<file path="src/hdl/rgb_to_hsv_8bit_top_macros.svh">
// assertion macros for the rgb to hsv converter
`ifndef RGB_TO_HSV_8BIT_TOP_MACROS_SVH
`define RGB_TO_HSV_8BIT_TOP_MACROS_SVH

// same-cycle implication
`define R2H_ASSERT_NOW(lbl, ante, cons, msg) \
  lbl: assert property (@(posedge clk_i) disable iff (!rst_ni) (ante) |-> (cons)) \
    else $error(msg);

// next-cycle implication
`define R2H_ASSERT_NEXT(lbl, ante, cons, msg) \
  lbl: assert property (@(posedge clk_i) disable iff (!rst_ni) (ante) |=> (cons)) \
    else $error(msg);

`endif

</file>
<file path="src/hdl/r2h_pkg.sv">
// types and constants shared by the rgb to hsv converter
package r2h_pkg;

  localparam int PixW  = 8;
  localparam int QuotW = 8;
  localparam int NumW  = 2 * PixW;

  localparam logic [PixW-1:0] HueBaseRed   = 8'd0;
  localparam logic [PixW-1:0] HueBaseGreen = 8'd85;
  localparam logic [PixW-1:0] HueBaseBlue  = 8'd171;
  localparam logic [PixW-1:0] HueStep      = 8'd43;
  localparam logic [PixW-1:0] FullScale    = 8'd255;

  typedef struct packed {
    logic [NumW-1:0]  sat_rem;
    logic [NumW-1:0]  hue_rem;
    logic [QuotW-1:0] sat_q;
    logic [QuotW-1:0] hue_q;
    logic [PixW-1:0]  vmax;
    logic [PixW-1:0]  delta;
    logic [PixW-1:0]  base;
    logic             neg;
  } r2h_work_t;

endpackage

</file>
<file path="src/hdl/r2h_if.sv">
// stream interfaces for rgb words and hsv words
interface r2h_rgb_if;
  import r2h_pkg::*;
  logic            valid;
  logic            ready;
  logic [PixW-1:0] red;
  logic [PixW-1:0] green;
  logic [PixW-1:0] blue;
  modport source (output valid, red, green, blue, input ready);
  modport sink (input valid, red, green, blue, output ready);
endinterface

interface r2h_hsv_if;
  import r2h_pkg::*;
  logic            valid;
  logic            ready;
  logic [PixW-1:0] hue;
  logic [PixW-1:0] saturation;
  logic [PixW-1:0] brightness;
  modport source (output valid, hue, saturation, brightness, input ready);
  modport sink (input valid, hue, saturation, brightness, output ready);
endinterface

</file>
<file path="src/hdl/rgb_to_hsv_8bit_top.sv">
// rgb to hsv converter top level: front stages, divider pipeline, output word
//
//  port    dir   word                               handshake
//  pix_i   in    red, green, blue                   valid / ready
//  hsv_o   out   hue, saturation, brightness        valid / ready
//
// one word per clock unless stalled; a word passes the stages below in order
// two front stages, eight one-bit divider stages, one output stage
// the whole pipeline moves on one enable: it advances when the output
// register is empty or taken, so a stall holds every stage in place
// reset clears the valid bits only
module rgb_to_hsv_8bit_top (
  input logic clk_i,
  input logic rst_ni,
  r2h_rgb_if.sink   pix_i,
  r2h_hsv_if.source hsv_o
);
  import r2h_pkg::*;

  `include "rgb_to_hsv_8bit_top_macros.svh"

  logic                  en;
  logic                  valid_s [QuotW+1];
  r2h_work_t             work_s  [QuotW+1];
  logic                  out_valid_q;
  logic [PixW-1:0]       hue_d, sat_d, hue_q, sat_q, bri_q;
  r2h_work_t             last;

  assign en          = !out_valid_q || hsv_o.ready;
  assign pix_i.ready = en;

  r2h_front u_front (
    .clk_i   (clk_i),
    .rst_ni  (rst_ni),
    .en_i    (en),
    .valid_i (pix_i.valid),
    .red_i   (pix_i.red),
    .green_i (pix_i.green),
    .blue_i  (pix_i.blue),
    .valid_o (valid_s[0]),
    .work_o  (work_s[0])
  );

  for (genvar k = 0; k < QuotW; k++) begin : g_div
    r2h_div_stage #(
      .Shift (QuotW - 1 - k)
    ) u_stage (
      .clk_i   (clk_i),
      .rst_ni  (rst_ni),
      .en_i    (en),
      .valid_i (valid_s[k]),
      .work_i  (work_s[k]),
      .valid_o (valid_s[k+1]),
      .work_o  (work_s[k+1])
    );
  end

  assign last = work_s[QuotW];

  // gray or black pixel gives zero hue and saturation
  always_comb begin
    if (last.delta == '0) begin
      hue_d = '0;
      sat_d = '0;
    end else begin
      hue_d = last.neg ? (last.base - last.hue_q) : (last.base + last.hue_q);
      sat_d = last.sat_q;
    end
  end

  always_ff @(posedge clk_i or negedge rst_ni) begin
    if (!rst_ni) begin
      out_valid_q <= 1'b0;
    end else if (en) begin
      out_valid_q <= valid_s[QuotW];
    end
  end

  always_ff @(posedge clk_i) begin
    if (en) begin
      hue_q <= hue_d;
      sat_q <= sat_d;
      bri_q <= last.vmax;
    end
  end

  assign hsv_o.valid      = out_valid_q;
  assign hsv_o.hue        = hue_q;
  assign hsv_o.saturation = sat_q;
  assign hsv_o.brightness = bri_q;

  `R2H_ASSERT_NOW(a_black_zero, hsv_o.valid && hsv_o.brightness == '0,
    hsv_o.saturation == '0 && hsv_o.hue == '0, "black word with nonzero hue or saturation")
  `R2H_ASSERT_NOW(a_gray_hue, hsv_o.valid && hsv_o.saturation == '0,
    hsv_o.hue == '0, "zero saturation with nonzero hue")
  `R2H_ASSERT_NOW(a_out_source, hsv_o.valid && !$past(hsv_o.valid),
    $past(valid_s[QuotW]), "output word appeared with no word in the last stage")
  `R2H_ASSERT_NEXT(a_stall_hold, !en && valid_s[QuotW],
    valid_s[QuotW], "divider word lost during stall")

endmodule

</file>
<file path="src/hdl/r2h_front.sv">
// front stages: max, min, channel select, delta and dividend products
module r2h_front (
  input  logic                     clk_i,
  input  logic                     rst_ni,
  input  logic                     en_i,
  input  logic                     valid_i,
  input  logic [r2h_pkg::PixW-1:0] red_i,
  input  logic [r2h_pkg::PixW-1:0] green_i,
  input  logic [r2h_pkg::PixW-1:0] blue_i,
  output logic                     valid_o,
  output r2h_pkg::r2h_work_t       work_o
);
  import r2h_pkg::*;

  logic            a_valid_q, b_valid_q;
  logic [PixW-1:0] vmax_d, vmin_d, opa_d, opb_d, base_d;
  logic [PixW-1:0] vmax_q, vmin_q, opa_q, opb_q, base_q;
  logic [PixW-1:0] delta, mag;
  logic            neg;
  r2h_work_t       work_d, work_q;

  // first stage: pick the largest channel, red then green then blue on ties
  always_comb begin
    if (red_i >= green_i && red_i >= blue_i) begin
      vmax_d = red_i;
      opa_d  = green_i;
      opb_d  = blue_i;
      base_d = HueBaseRed;
    end else if (green_i >= blue_i) begin
      vmax_d = green_i;
      opa_d  = blue_i;
      opb_d  = red_i;
      base_d = HueBaseGreen;
    end else begin
      vmax_d = blue_i;
      opa_d  = red_i;
      opb_d  = green_i;
      base_d = HueBaseBlue;
    end
    vmin_d = red_i;
    if (green_i < vmin_d) vmin_d = green_i;
    if (blue_i < vmin_d) vmin_d = blue_i;
  end

  always_ff @(posedge clk_i or negedge rst_ni) begin
    if (!rst_ni) begin
      a_valid_q <= 1'b0;
      b_valid_q <= 1'b0;
    end else if (en_i) begin
      a_valid_q <= valid_i;
      b_valid_q <= a_valid_q;
    end
  end

  always_ff @(posedge clk_i) begin
    if (en_i) begin
      vmax_q <= vmax_d;
      vmin_q <= vmin_d;
      opa_q  <= opa_d;
      opb_q  <= opb_d;
      base_q <= base_d;
      work_q <= work_d;
    end
  end

  // second stage: delta, signed difference and both dividends
  always_comb begin
    delta = vmax_q - vmin_q;
    neg   = opa_q < opb_q;
    mag   = neg ? (opb_q - opa_q) : (opa_q - opb_q);
    work_d.sat_rem = NumW'(FullScale) * NumW'(delta);
    work_d.hue_rem = NumW'(HueStep) * NumW'(mag);
    work_d.sat_q   = '0;
    work_d.hue_q   = '0;
    work_d.vmax    = vmax_q;
    work_d.delta   = delta;
    work_d.base    = base_q;
    work_d.neg     = neg;
  end

  assign valid_o = b_valid_q;
  assign work_o  = work_q;

endmodule

</file>
<file path="src/hdl/r2h_div_stage.sv">
// one restoring division step for both quotients
module r2h_div_stage #(
  parameter int Shift = 0
) (
  input  logic               clk_i,
  input  logic               rst_ni,
  input  logic               en_i,
  input  logic               valid_i,
  input  r2h_pkg::r2h_work_t work_i,
  output logic               valid_o,
  output r2h_pkg::r2h_work_t work_o
);
  import r2h_pkg::*;

  logic            valid_q;
  logic [NumW-1:0] sat_trial, hue_trial;
  logic            sat_fit, hue_fit;
  r2h_work_t       work_d, work_q;

  always_comb begin
    sat_trial = NumW'(work_i.vmax) << Shift;
    hue_trial = NumW'(work_i.delta) << Shift;
    sat_fit   = work_i.sat_rem >= sat_trial;
    hue_fit   = work_i.hue_rem >= hue_trial;
    work_d    = work_i;
    if (sat_fit) work_d.sat_rem = work_i.sat_rem - sat_trial;
    if (hue_fit) work_d.hue_rem = work_i.hue_rem - hue_trial;
    work_d.sat_q[Shift] = sat_fit;
    work_d.hue_q[Shift] = hue_fit;
  end

  always_ff @(posedge clk_i or negedge rst_ni) begin
    if (!rst_ni) begin
      valid_q <= 1'b0;
    end else if (en_i) begin
      valid_q <= valid_i;
    end
  end

  always_ff @(posedge clk_i) begin
    if (en_i) work_q <= work_d;
  end

  assign valid_o = valid_q;
  assign work_o  = work_q;

endmodule
</file>
<file path="src/flat_wrapper.sv">
// flat-port wrapper written by rule: the top's interface ports become plain ports
module rgb_to_hsv_8bit_top_flat import r2h_pkg::*;
  (clk_i, rst_ni, pix_i_valid, pix_i_red, pix_i_green, pix_i_blue, pix_i_ready, hsv_o_valid, hsv_o_hue, hsv_o_saturation, hsv_o_brightness, hsv_o_ready);
  r2h_rgb_if pix_i_i ();
  r2h_hsv_if hsv_o_i ();
  input logic clk_i;
  input logic rst_ni;
  input wire logic [$bits(pix_i_i.valid)-1:0] pix_i_valid;
  input wire logic [$bits(pix_i_i.red)-1:0] pix_i_red;
  input wire logic [$bits(pix_i_i.green)-1:0] pix_i_green;
  input wire logic [$bits(pix_i_i.blue)-1:0] pix_i_blue;
  output wire logic [$bits(pix_i_i.ready)-1:0] pix_i_ready;
  output wire logic [$bits(hsv_o_i.valid)-1:0] hsv_o_valid;
  output wire logic [$bits(hsv_o_i.hue)-1:0] hsv_o_hue;
  output wire logic [$bits(hsv_o_i.saturation)-1:0] hsv_o_saturation;
  output wire logic [$bits(hsv_o_i.brightness)-1:0] hsv_o_brightness;
  input wire logic [$bits(hsv_o_i.ready)-1:0] hsv_o_ready;
  assign pix_i_i.valid = pix_i_valid;
  assign pix_i_i.red = pix_i_red;
  assign pix_i_i.green = pix_i_green;
  assign pix_i_i.blue = pix_i_blue;
  assign pix_i_ready = pix_i_i.ready;
  assign hsv_o_valid = hsv_o_i.valid;
  assign hsv_o_hue = hsv_o_i.hue;
  assign hsv_o_saturation = hsv_o_i.saturation;
  assign hsv_o_brightness = hsv_o_i.brightness;
  assign hsv_o_i.ready = hsv_o_ready;
  rgb_to_hsv_8bit_top u_core (.clk_i(clk_i), .rst_ni(rst_ni), .pix_i(pix_i_i), .hsv_o(hsv_o_i));
endmodule
</file>
<file path="config.mk">
export PLATFORM = sky130hd
export DESIGN_NAME = rgb_to_hsv_8bit_top_flat
export DESIGN_NICKNAME = d
export VERILOG_FILES = /design/src/hdl/r2h_pkg.sv /design/src/hdl/r2h_if.sv /design/src/hdl/rgb_to_hsv_8bit_top.sv /design/src/hdl/r2h_front.sv /design/src/hdl/r2h_div_stage.sv /design/src/flat_wrapper.sv
export VERILOG_INCLUDE_DIRS = /design/src /design/src/hdl
export SDC_FILE = /design/constraint.sdc
export NUM_CORES = 1
export LEC_CHECK = 0
export ABC_AREA = 1
export BUFFER_PORTS_ARGS = -buffer_cell sky130_fd_sc_hd__buf_2
export CAP_MARGIN = 20
export CORE_MARGIN = 1
export CORE_UTILIZATION = 43
export DETAILED_ROUTE_END_ITERATION = 8
export PLACE_DENSITY = 0.57
export SYNTH_ARGS = -nofsm -noshare
export SYNTH_HDL_FRONTEND = slang
export SYNTH_SLANG_ARGS = --single-unit
export TNS_END_PERCENT = 20
</file>
<file path="constraint.sdc">
create_clock -name clk_i -period 40.6 [get_ports clk_i]
set_clock_uncertainty 0.05 [all_clocks]
set_input_delay 2.03 -clock clk_i [delete_from_list [all_inputs] [get_ports clk_i]]
set_output_delay 2.03 -clock clk_i [all_outputs]
set_load 0.02 [all_outputs]
</file>
Word level (Yosys, flattened, before mapping)
Cells that the tools add are included.
{ "totals": {"ff_bits": 626, "latchBits": 0, "ramBits": 0, "rom_bits": 0, "input_bits": 28, "out_inout_bits": 26, "n_memories": 0} }
{ "op_classes": {"n_addsub": 19, "mul": 2, "n_div": 0, "n_lt_le_gt_ge": 22, "n_eq_ne": 0, "shifts": 0, "mux": 25, "bitwise": 0, "reduce_logical": 4} }
{ "op_table": {"columns": ["cell", "n"], "rows": [
  ["16-bit two-way mux", 13],
  ["8-bit two-way mux", 11],
  ["16-bit by 10-bit greater-or-equal comparator with 1-bit output", 2],
  ["16-bit by 11-bit greater-or-equal comparator with 1-bit output", 2],
  ["16-bit by 12-bit greater-or-equal comparator with 1-bit output", 2],
  ["16-bit by 13-bit greater-or-equal comparator with 1-bit output", 2],
  ["16-bit by 14-bit greater-or-equal comparator with 1-bit output", 2],
  ["16-bit by 8-bit greater-or-equal comparator with 1-bit output", 2],
  ["16-bit by 9-bit greater-or-equal comparator with 1-bit output", 2],
  ["16-bit by 10-bit subtractor with 16-bit output", 2],
  ["16-bit by 11-bit subtractor with 16-bit output", 2],
  ["16-bit by 12-bit subtractor with 16-bit output", 2],
  ["16-bit by 13-bit subtractor with 16-bit output", 2],
  ["16-bit by 14-bit subtractor with 16-bit output", 2],
  ["16-bit by 9-bit subtractor with 16-bit output", 2],
  ["8-bit subtractor", 4],
  ["8-bit greater-or-equal comparator", 3],
  ["8-bit < comparator", 3],
  ["16-bit by 15-bit greater-or-equal comparator with 1-bit output", 1],
  ["8-bit by 8-bit multiplier with 16-bit output, first input constant", 1],
  ["14-bit by 15-bit subtractor with 16-bit output", 1],
  ["16-bit by 15-bit subtractor with 16-bit output", 1],
  ["14-bit by 15-bit greater-or-equal comparator with 1-bit output", 1],
  ["6-bit by 8-bit multiplier with 14-bit output, first input constant", 1],
  ["other kinds (6)", 6]
]} }

Longest topological paths before layout
Gate-level depths: netlist (run 1).
{ "logic_depth": {"word_depth": 4, "ltp_mapped": 30, "ltp_nobuf": 29} }

Modules after synthesis
A second synthesis (run 1) with hierarchy kept.
{ "unflattened": {"cells_unflattened": 4178, "area_unflattened_um2": 40007.1} }
{ "by_module_without_submodules": {"columns": ["module", "n_inst", "cells_per_inst", "area_each_um2", "seq_area_each_um2"], "rows": [
  ["r2h_front", 1, 837, 7691.1, 2572.5],
  ["r2h_div_stage at u_core.g_div[7].u_stage", 1, 411, 4085.2, 2217.1],
  ["r2h_div_stage at u_core.g_div[6].u_stage", 1, 449, 4082.7, 2217.1],
  ["r2h_div_stage at u_core.g_div[5].u_stage", 1, 429, 3905.0, 2217.1],
  ["r2h_div_stage at u_core.g_div[4].u_stage", 1, 416, 3901.2, 2217.1],
  ["r2h_div_stage at u_core.g_div[3].u_stage", 1, 388, 3832.4, 2217.1],
  ["r2h_div_stage at u_core.g_div[2].u_stage", 1, 395, 3799.9, 2217.1],
  ["r2h_div_stage at u_core.g_div[1].u_stage", 1, 356, 3711.1, 2217.1],
  ["r2h_div_stage at u_core.g_div[0].u_stage", 1, 351, 3639.7, 2217.1],
  ["rgb_to_hsv_8bit_top", 1, 146, 1358.8, 745.7]
]} }

Least setup slack after synthesis (run 1)
Ideal clock, no wire load.
{ "synth_timing": {"path_type": "in2out", "startpoint": "in hsv_o_ready", "endpoint": "out pix_i_ready", "arrival_time_ns": 17.471, "setup_slack_ns": 21.049, "cell_stages": 3, "cell_sequence": "inv_1 nand2_1 clkbuf_1"} }
{ "synth_via": {"elab_chain_len": 1} }
{ "synth_rtl": {"columns": ["element", "line", "text"], "rows": [
  ["start: declaration", "flat_wrapper.sv:17", "input wire logic [$bits(hsv_o_i.ready)-1:0] hsv_o_ready;"],
  ["1-bit logical OR", "rgb_to_hsv_8bit_top.sv:29", "assign en = !out_valid_q || hsv_o.ready;"],
  ["end: declaration", "flat_wrapper.sv:12", "output wire logic [$bits(pix_i_i.ready)-1:0] pix_i_ready;"]
]} }
No other way between the ends.

==> results of run 1 <==
==> final cells by class <==
type	instances	area, um^2	area share (%)
flip-flops and latches	568	17000	49.2
multi-input cells	1762	12100	35.1
inverters	483	1820	5.27
clock buffers	77	1740	5.02
well taps	950	1190	3.44
repair buffers	63	360	1.04
clock inverters	37	340	0.985
==> routing by layer <==
metal  track usage (%)  vias to the layer above  share of wire [%]  wire [um]
li1                  -                     9914                  -          -
met4              5.59                        0                3.1       1760
met5                 0                        -                  0          0
met2              28.9                      280                 52      29100
met3              2.60                      114                3.0       1700
met1              17.7                     8882                 42      23500
==> sequential cells by signal, summed over array words and instances (netlist names), 3 cells and up <==
name and cells:
u_core.u_front.opa_q 8, u_core.u_front.work_o 49, u_core.hsv_o.saturation 8, u_core.u_front.vmax_q 8, u_core.u_front.vmin_q 8, u_core.hsv_o.brightness 8, u_core.g_div.u_stage.work_o 449, u_core.u_front.opb_q 8
u_core.hsv_o.hue 8, u_core.u_front.base_q 3, u_core.g_div.u_stage.valid_o 8
==> cells in the mapped netlist, types with 10 or more instances <==
library cell | n | area share [%]
nor4_1 | 18 | 0.36
edfxtp_1 | 557 | 54
or2_2 | 11 | 0.22
nand3_1 | 54 | 0.87
nor3_1 | 34 | 0.55
o211ai_1 | 24 | 0.58
inv_1 | 474 | 5.7
nand2_1 | 420 | 5.1
o21ai_0 | 126 | 2.0
a21oi_1 | 178 | 2.9
buf_2 | 12 | 0.19
ha_1 | 261 | 10
nand4_1 | 14 | 0.28
fa_1 | 49 | 3.2
nor2_1 | 191 | 2.3
dfrtp_1 | 11 | 0.88
o21bai_1 | 12 | 0.29
xor2_1 | 92 | 2.6
nand2_2 | 20 | 0.40
a21o_1 | 17 | 0.41
o21ai_1 | 35 | 0.56
xnor2_1 | 57 | 1.6
a31oi_1 | 10 | 0.20
o21ai_2 | 29 | 0.82
==> worst max-delay path, cell delays in order, from the launching register on <==
cell	delay [ns]
edfxtp_1	0.41
ha_1	0.37
nand2_1	0.08
o21ai_1	0.19
a21oi_1	0.09
o21bai_1	0.24
a21oi_1	0.10
o21bai_1	0.22
xnor2_1	0.18
fa_1	0.68
inv_1	0.14
fa_1	0.52
inv_1	0.05
fa_1	0.52
inv_1	0.05
fa_1	0.49
inv_1	0.04
ha_1	0.35
a21oi_1	0.20
o21ai_0	0.10
a21oi_1	0.20
o21ai_0	0.16
nand2_1	0.08
nand2_1	0.04
a21oi_1	0.14
xnor2_1	0.08
==> logic make-up (layout without fill, tap and decap cells) <==
group	after synthesis	after routing	synth area share, %
simple gates	809	809	11.4
flops	568	568	54.6
buf+inv	514	660	6.48
compound gates	492	492	9.61
fa+ha+maj	310	310	13.6
xor+xnor	149	149	4.19
mux	2	2	0.0723
==> stage by stage <==
step                      worst slack (ns)  utilization (%)  cells  hold WS [ns]  instance area, um^2
final                                34.57             48.3   3940         0.353                34600
after global routing                 34.03             48.3   3940         0.367                34600
after CTS                            34.53             48.2   3939         0.351                34500
after detailed placement             34.54             45.3   3825         0.355                32500
after global placement               34.65             45.3   3825         0.351                32500
after floorplan                      21.05                -   2844         0.350                31100
==> worst paths after layout <==
kind	start	to	slack [ns]	depth (start not counted)
setup / recovery	u_core.u_front.vmax_q[2]	u_core.u_front.work_o[71]	34.57	25
hold / removal	u_core.g_div[2].u_stage.work_o[1]	u_core.g_div[3].u_stage.work_o[1]	0.35	0
setup reg to reg	u_core.u_front.vmax_q[2]	u_core.u_front.work_o[71]	34.57	25
hold reg to reg	u_core.g_div[2].u_stage.work_o[1]	u_core.g_div[3].u_stage.work_o[1]	0.35	0
max in group asynchronous	rst_ni	u_core.g_div[0].u_stage.valid_o	39.02	1
min in group asynchronous	rst_ni	u_core.u_front.a_valid_q	1.26	1
==> impl_metrics.py, run 1 <==
metrics = {
    "yosys": {
        "yosysSeqAreaShare_pct": 54.6,
        "synth_cell_type_count": 66,
        "ys_warn_count": 0,
        "synth-edff-count": 557,
        "syn_area_per_cell_um2": 10.9,
        "async_flop_share_pct": 1.94,
        "synth_nets": 3182,
        "synth_seq_cells": 568,
        "ys.flop_type": "edfxtp_1",
        "netlist_area_um2": 31100,
        "syn_inst": 2844,
    },
    "run": {
        "cap_violations": 0,
    },
    "floorplan": {
        "rows": 98,
        "dieHeight_um": 271,
        "die_area_um2": 73500,
        "boundaryPins": 54,
        "core_um2": 71600,
        "die_w_um": 271,
        "initial_core_util_pct": 43.5,
    },
    "grt": {
        "track_usage_pct": 15.5,
        "grt_remaining_overflow": 0,
        "grt_pass1_wl_um": 94000,
        "grt_start_max_net_pins": 93,
        "antenna_found_initial": 0,
        "grt_pass1_vias": 19771,
    },
    "drt": {
        "drc": 0,
        "wire_per_inst_um": 14.2,
        "firstDrtPassIters": 5,
        "ant_nets": 0,
        "vias_per_cell": 4.87,
        "drt_wl_total_um": 56100,
        "drt_iter0_drc": 771,
        "vias": 19190,
    },
    "timing": {
        "fmax_mhz": 166,
        "slew_violations": 0,
        "finalHoldViolCount": 0,
        "tightest_slew_ns": 1.04,
        "slew_headroom_pct": 30.7,
        "min_period_ns": 6.03,
        "fin_setup_tns_ns": 0,
        "grt_setup_unrepaired": "false",
        "setup_violations": 0,
        "period_share_pct": 14.9,
    },
    "finish": {
        "fill_cells": 6468,
        "drive_gt1_share_pct": 9.36,
        "diodes": 0,
        "final_common_cell": "edfxtp_1",
        "final_nets": 3282,
        "final_cell_mix": "edfxtp_1, inv_1, nand2_1",
        "syn_to_final_growth_pct": 11.0,
    },
    "worst_setup_path": {
        "critPathKind": "register to register",
        "crit_fanout": 5,
        "arrival_ns": 6.32,
        "critPathLaunchType": "register",
        "end_kind": "register",
        "crit_required_ns": 40.88,
    },
    "worst_hold_path": {
        "hold_path.class": "register to register",
    },
    "cts": {
        "clkTransAtPathRegs_ns": 0.06,
        "worstSkewPairLatency_ns": 0.59,
        "tritoncts": "built",
        "post_cts_buffers": 0,
        "cts_buffer_depth": 3,
        "cts_resized": 0,
        "cts.sinks": 568,
        "hold_buffers": 0,
        "cts_root_buf": "clkbuf_16",
        "htreeDepth": 3,
        "cts_made_buffers": 66,
    },
    "placement": {
        "globalplace.congestion": 0.885,
        "place_hpwl_um": 42400,
        "io_buffers": 53,
    },
    "status": {
        "status": "complete, no violations",
    },
}
Power of run 1 is not shown: default switching activity piles up to over one toggle a cycle in this logic, so the estimate is an artifact.
==> inputs of run 2 (changes only) <==
clock period = 5.75 ns   (was 40.6 ns; I/O delays follow)
==> impl_metrics.py, run 2 (synthesis gave the netlist of run 1 again) <==
metrics = {
    "cts": {
        "htreeDepth": 2,
        "cts_made_buffers": 61,
        "cts.sinks": 568,
        "worstSkewPairLatency_ns": 0.62,
        "tritoncts": "built",
        "cts_buffer_depth": 3,
        "cts_root_buf": "clkbuf_16",
        "clkTransAtPathRegs_ns": 0.06,
    },
    "finish": {
        "diodes": 0,
        "largest_register_ffs": 449,
        "drive_gt1_share_pct": 9.84,
        "final_cell_mix": "edfxtp_1, inv_1, nand2_1",
        "final_nets": 3306,
        "fill_cells": 6498,
        "final_common_cell": "edfxtp_1",
        "syn_to_final_growth_pct": 11.4,
    },
    "timing": {
        "period_share_pct": 96.0,
        "grt_setup_unrepaired": "true",
        "tightest_slew_ns": 0.951,
        "slew_violations": 0,
        "min_period_ns": 5.52,
        "fmax_mhz": 181,
        "hold_slack_ns": 0.0585,
        "setup_violations": 0,
        "finalHoldViolCount": 0,
        "slew_headroom_pct": 36.6,
        "fin_setup_tns_ns": 0,
    },
    "worst_setup_path": {
        "critPathLaunchType": "register",
        "critPathKind": "register to register",
        "rrSetupSlack_ns": 0.23,
        "crit_family": "adder cells",
        "crit_required_ns": 6.07,
        "cp.buffers_inverters": 4,
        "worstReg2RegEnd": "u_core.u_front.work_o[71]",
        "reg2reg_depth": 25,
        "r2r-start": "u_core.u_front.vmax_q[2]",
        "end_kind": "register",
        "crit_top_cell": "a21oi_1",
        "slowest_delay_ns": 0.57,
        "critPathSlowestCell": "fa_1",
        "crit_fanout": 4,
        "arrival_ns": 5.84,
        "crit_start": "u_core.u_front.vmax_q[2]",
    },
    "drt": {
        "wire_per_inst_um": 14.4,
        "drt_wl_total_um": 57200,
        "drc": 0,
        "ant_nets": 0,
        "vias_per_cell": 4.89,
        "drt_iter0_drc": 889,
        "vias": 19415,
        "firstDrtPassIters": 5,
    },
    "grt": {
        "track_usage_pct": 15.7,
        "antenna_found_initial": 0,
        "grt_pass1_wl_um": 95400,
        "grt_pass1_vias": 20131,
        "grt_remaining_overflow": 0,
        "grt_start_max_net_pins": 161,
    },
    "floorplan": {
        "initial_core_util_pct": 43.5,
        "core_um2": 71600,
        "boundaryPins": 54,
        "dieHeight_um": 271,
        "die_w_um": 271,
        "die_area_um2": 73500,
        "rows": 98,
    },
    "placement": {
        "place_hpwl_um": 43200,
        "globalplace.congestion": 0.914,
        "io_buffers": 53,
    },
    "run": {
        "cap_violations": 0,
    },
    "worst_hold_path": {
        "worst_hold_path.num_cells": 3,
        "holdPathEnd": "u_core.u_front.vmin_q[7]",
        "worstHoldStart": "pix_i_blue[7]",
        "hold_path.class": "input port to register",
    },
    "status": {
        "status": "complete, no violations",
    },
}
-- run 2: cell count changes in the layout (fill, tap and decap cells not counted), moves of 3 or more --
cell | before | now
clkinvlp_4 | 3 | 7
buf_12 | 0 | 3
clkbuf_1 | 9 | 16
inv_6 | 3 | 0
a21oi_1 | 178 | 175
dlygate4sd3_1 | 0 | 14
buf_4 | 9 | 22
a21oi_2 | 9 | 12
clkbuf_16 | 68 | 62
-- run 2: metal layers --
layer / wire (um) / share of wire [%] / vias to the layer above / GRT usage [%]
met3: 1620 / 2.8 / 141 / 2.10
li1: - / - / 9958 / -
met2: 29600 / 52 / 307 / 29.4
met4: 2120 / 3.7 / 0 / 6.69
met5: 0 / 0 / - / 0
met1: 23900 / 42 / 9009 / 17.7
-- run 2: layout make-up --
class                   count  area (um^2)  share of cell area, %
flip-flops and latches    568        17000                   49.0
multi-input cells        1762        12200                   35.1
inverters                 483         1820                   5.25
clock buffers              78         1610                   4.65
well taps                 950         1190                   3.43
repair buffers             92          631                   1.82
clock inverters            35          254                  0.732
-- run 2: metrics by stage --
step                      setup WS, ns  util (%)  instance area, um^2  instances
after floorplan                  0.195         -                31100       2844
after global placement           0.136      45.5                32600       3838
after detailed placement        0.0501      45.5                32600       3838
after CTS                       0.0295      48.3                34600       3965
after global routing           -0.0652      48.4                34700       3968
final                            0.230      48.4                34700       3968
-- run 2: worst register-to-register path: cells and delay by family (launching register included) --
kind | cells | cell delay, ns
xor gates and xnor gates | 2 | 0.25
AOI/OAI and AO/OA | 11 | 1.49
buffers and inverters | 4 | 0.22
adders and majority gates | 6 | 2.70
and+or+nand+nor | 2 | 0.10
DFF | 1 | 0.44
-- run 2: how the worst max path moves through the flow --
stage                                end  slack (ns)  cells past startpoint
6_report       u_core.u_front.work_o[71]        0.23                     25
3_5_place_dp   u_core.u_front.work_o[71]        0.05                     25
3_3_place_gp   u_core.u_front.work_o[71]        0.14                     25
4_1_cts        u_core.u_front.work_o[71]        0.03                     25
2_1_floorplan  u_core.u_front.work_o[71]        0.19                     25
5_1_grt        u_core.u_front.work_o[70]       -0.07                     25
-- run 2: timing repair --
action,in CTS,in global routing
setup endpoints to repair,0,6
setup buffers,0,3
gates resized for setup,0,11
endpoints found under the hold margin,23,0
hold buffers,14,0
Power of run 2 is left out for the same reason.
==> inputs of run 3 (changes only) <==
--- a/config.mk
+++ b/config.mk
@@ -12,6 +12,8 @@
 export CORE_MARGIN = 1
 export CORE_UTILIZATION = 43
+export CTS_CLUSTER_SIZE = 12
 export DETAILED_ROUTE_END_ITERATION = 8
 export PLACE_DENSITY = 0.57
+export SKIP_CTS_REPAIR_TIMING = 1
 export SYNTH_ARGS = -nofsm -noshare
 export SYNTH_HDL_FRONTEND = slang
==> constraint.sdc (replaced) <==
create_clock -name clk_i -period 5.75 [get_ports clk_i]
set_clock_uncertainty 0.05 [all_clocks]
set_input_delay 0.575 -clock clk_i [delete_from_list [all_inputs] [get_ports clk_i]]
set_output_delay 0.575 -clock clk_i [all_outputs]
set_load 0.02 [all_outputs]
==> impl_metrics.py, run 3 (synthesis gave the netlist of run 1 again) <==
metrics = {
    "status": {
        "status": "complete, no violations",
    },
    "worst_setup_path": {
        "crit_family": "adder cells",
        "critPathLaunchType": "register",
        "slowest_delay_ns": 0.52,
        "r2r-start": "u_core.u_front.vmax_q[2]",
        "critPathSlowestCell": "fa_1",
        "crit_required_ns": 6.04,
        "rrSetupSlack_ns": 0.24,
        "worstReg2RegEnd": "u_core.u_front.work_o[71]",
        "crit_fanout": 4,
        "cp.buffers_inverters": 4,
        "reg2reg_depth": 26,
        "end_kind": "register",
        "critPathKind": "register to register",
        "arrival_ns": 5.79,
    },
    "grt": {
        "gr-usage-met2_pct": 29.8,
        "track_usage_pct": 15.9,
        "grt.met3_usage_pct": 2.64,
        "grt_pass1_wl_um": 95700,
        "grt_busiest_layer": "met2",
        "grt_start_max_net_pins": 190,
        "antenna_found_initial": 0,
        "grt_pass1_vias": 19983,
        "grt_remaining_overflow": 0,
        "met1_usage_pct": 17.8,
    },
    "cts": {
        "cts_buffer_depth": 3,
        "cts_root_buf": "clkbuf_16",
        "cts.sinks": 568,
        "cts_made_buffers": 66,
        "worstSkewPairLatency_ns": 0.59,
        "clkTransAtPathRegs_ns": 0.06,
        "htreeDepth": 3,
        "tritoncts": "built",
    },
    "finish": {
        "final_cell_mix": "edfxtp_1, inv_1, nand2_1",
        "drive_gt1_share_pct": 10.3,
        "final_common_cell": "edfxtp_1",
        "instances_no_fill": 3959,
        "largest_register_ffs": 449,
        "diodes": 0,
        "fill_cells": 6490,
        "final_nets": 3303,
        "syn_to_final_growth_pct": 11.5,
    },
    "run": {
        "cap_violations": 0,
    },
    "worst_hold_path": {
        "worst_hold_path.num_cells": 2,
        "holdPathEnd": "u_core.u_front.a_valid_q",
        "hold_path.class": "input port to register",
        "worstHoldStart": "pix_i_valid",
    },
    "floorplan": {
        "die_w_um": 271,
        "initial_core_util_pct": 43.5,
        "rows": 98,
        "die_area_um2": 73500,
        "boundaryPins": 54,
        "dieHeight_um": 271,
        "core_um2": 71600,
    },
    "placement": {
        "dp_cells": 3838,
        "globalplace.congestion": 0.913,
        "io_buffers": 53,
        "place_hpwl_um": 43300,
    },
    "drt": {
        "drt_wl_total_um": 57500,
        "ant_nets": 0,
        "drt_iter0_drc": 854,
        "wire_per_inst_um": 14.5,
        "drc": 0,
        "vias": 19499,
        "firstDrtPassIters": 5,
        "vias_per_cell": 4.93,
    },
    "timing": {
        "setup_violations": 0,
        "finalHoldViolCount": 0,
        "slew_violations": 0,
        "min_period_ns": 5.51,
        "fmax_mhz": 182,
        "period_share_pct": 95.8,
        "tightest_slew_ns": 1.03,
        "slew_headroom_pct": 31.1,
    },
}
## run 3: cell types whose count changed in the layout (fill, tap and decap cells not counted), moves of 3 or more
cell           change
clkbuf_16          +6
clkinvlp_4         -3
clkinv_2           -3
buf_4              +6
dlygate4sd3_1     -13
a21oi_2            +4
a21oi_1            -4
## run 3: layer usage
layer / up-vias / routed length, um
met3: 129 / 1730
met5: - / 0
li1: 9956 / -
met2: 291 / 30000
met1: 9123 / 23900
met4: 0 / 1840
## run 3: final cells by class
| cell class | count | area (um^2) | area share, % |
|---|---|---|---|
| clock buffer | 87 | 1780 | 5.14 |
| sequential | 568 | 17000 | 49.0 |
| multi-input combinational | 1762 | 12200 | 35.2 |
| inverter | 483 | 1820 | 5.25 |
| timing repair buffer | 84 | 526 | 1.51 |
| clock inverter | 25 | 170 | 0.490 |
| tap | 950 | 1190 | 3.43 |
## run 3: through the flow
stage	hold slack [ns]	TNS, ns	util [%]	cell area (um^2)	setup WS (ns)
floorplan	0.229	0	-	31100	0.195
global placement	0.351	0	45.5	32600	0.104
detailed placement	0.355	0	45.5	32600	0.0121
CTS	-0.245	-0.00219	48.2	34500	-0.00219
global route	0.158	-0.129	48.5	34700	-0.103
finish	0.180	0	48.5	34700	0.243
## run 3: worst register-to-register path, cell delays in order (launching register included)
cell and delay (ns):
edfxtp_1 0.45, ha_4 0.33, nand2_1 0.07, o21ai_2 0.16, a21oi_2 0.08, o21bai_1 0.20, a21oi_1 0.10, o21bai_1 0.23
xnor2_1 0.13, buf_4 0.16, fa_1 0.46, inv_2 0.12, fa_1 0.45, xor2_1 0.18, ha_1 0.27, inv_1 0.05
fa_1 0.52, inv_1 0.04, ha_1 0.34, a21oi_1 0.14, o21ai_0 0.11, a21oi_1 0.21, o21ai_1 0.11, nand2_1 0.06
nand2_1 0.06, a21oi_2 0.13, xnor2_1 0.07
## run 3: how the worst max path moves through the flow
stage | startpoint | to | slack (ns) | cells past startpoint
after CTS | u_core.u_front.vmax_q[2] | u_core.u_front.work_o[71] | -0.002 | 25
after global placement | u_core.u_front.vmax_q[0] | u_core.u_front.work_o[70] | 0.10 | 24
after global routing | u_core.u_front.vmax_q[2] | u_core.u_front.work_o[71] | -0.10 | 26
final | u_core.u_front.vmax_q[2] | u_core.u_front.work_o[71] | 0.24 | 26
after detailed placement | u_core.u_front.vmax_q[2] | u_core.u_front.work_o[71] | 0.01 | 25
after floorplan | u_core.u_front.vmax_q[2] | u_core.u_front.work_o[71] | 0.19 | 25
Power of run 3 is left out for the same reason.
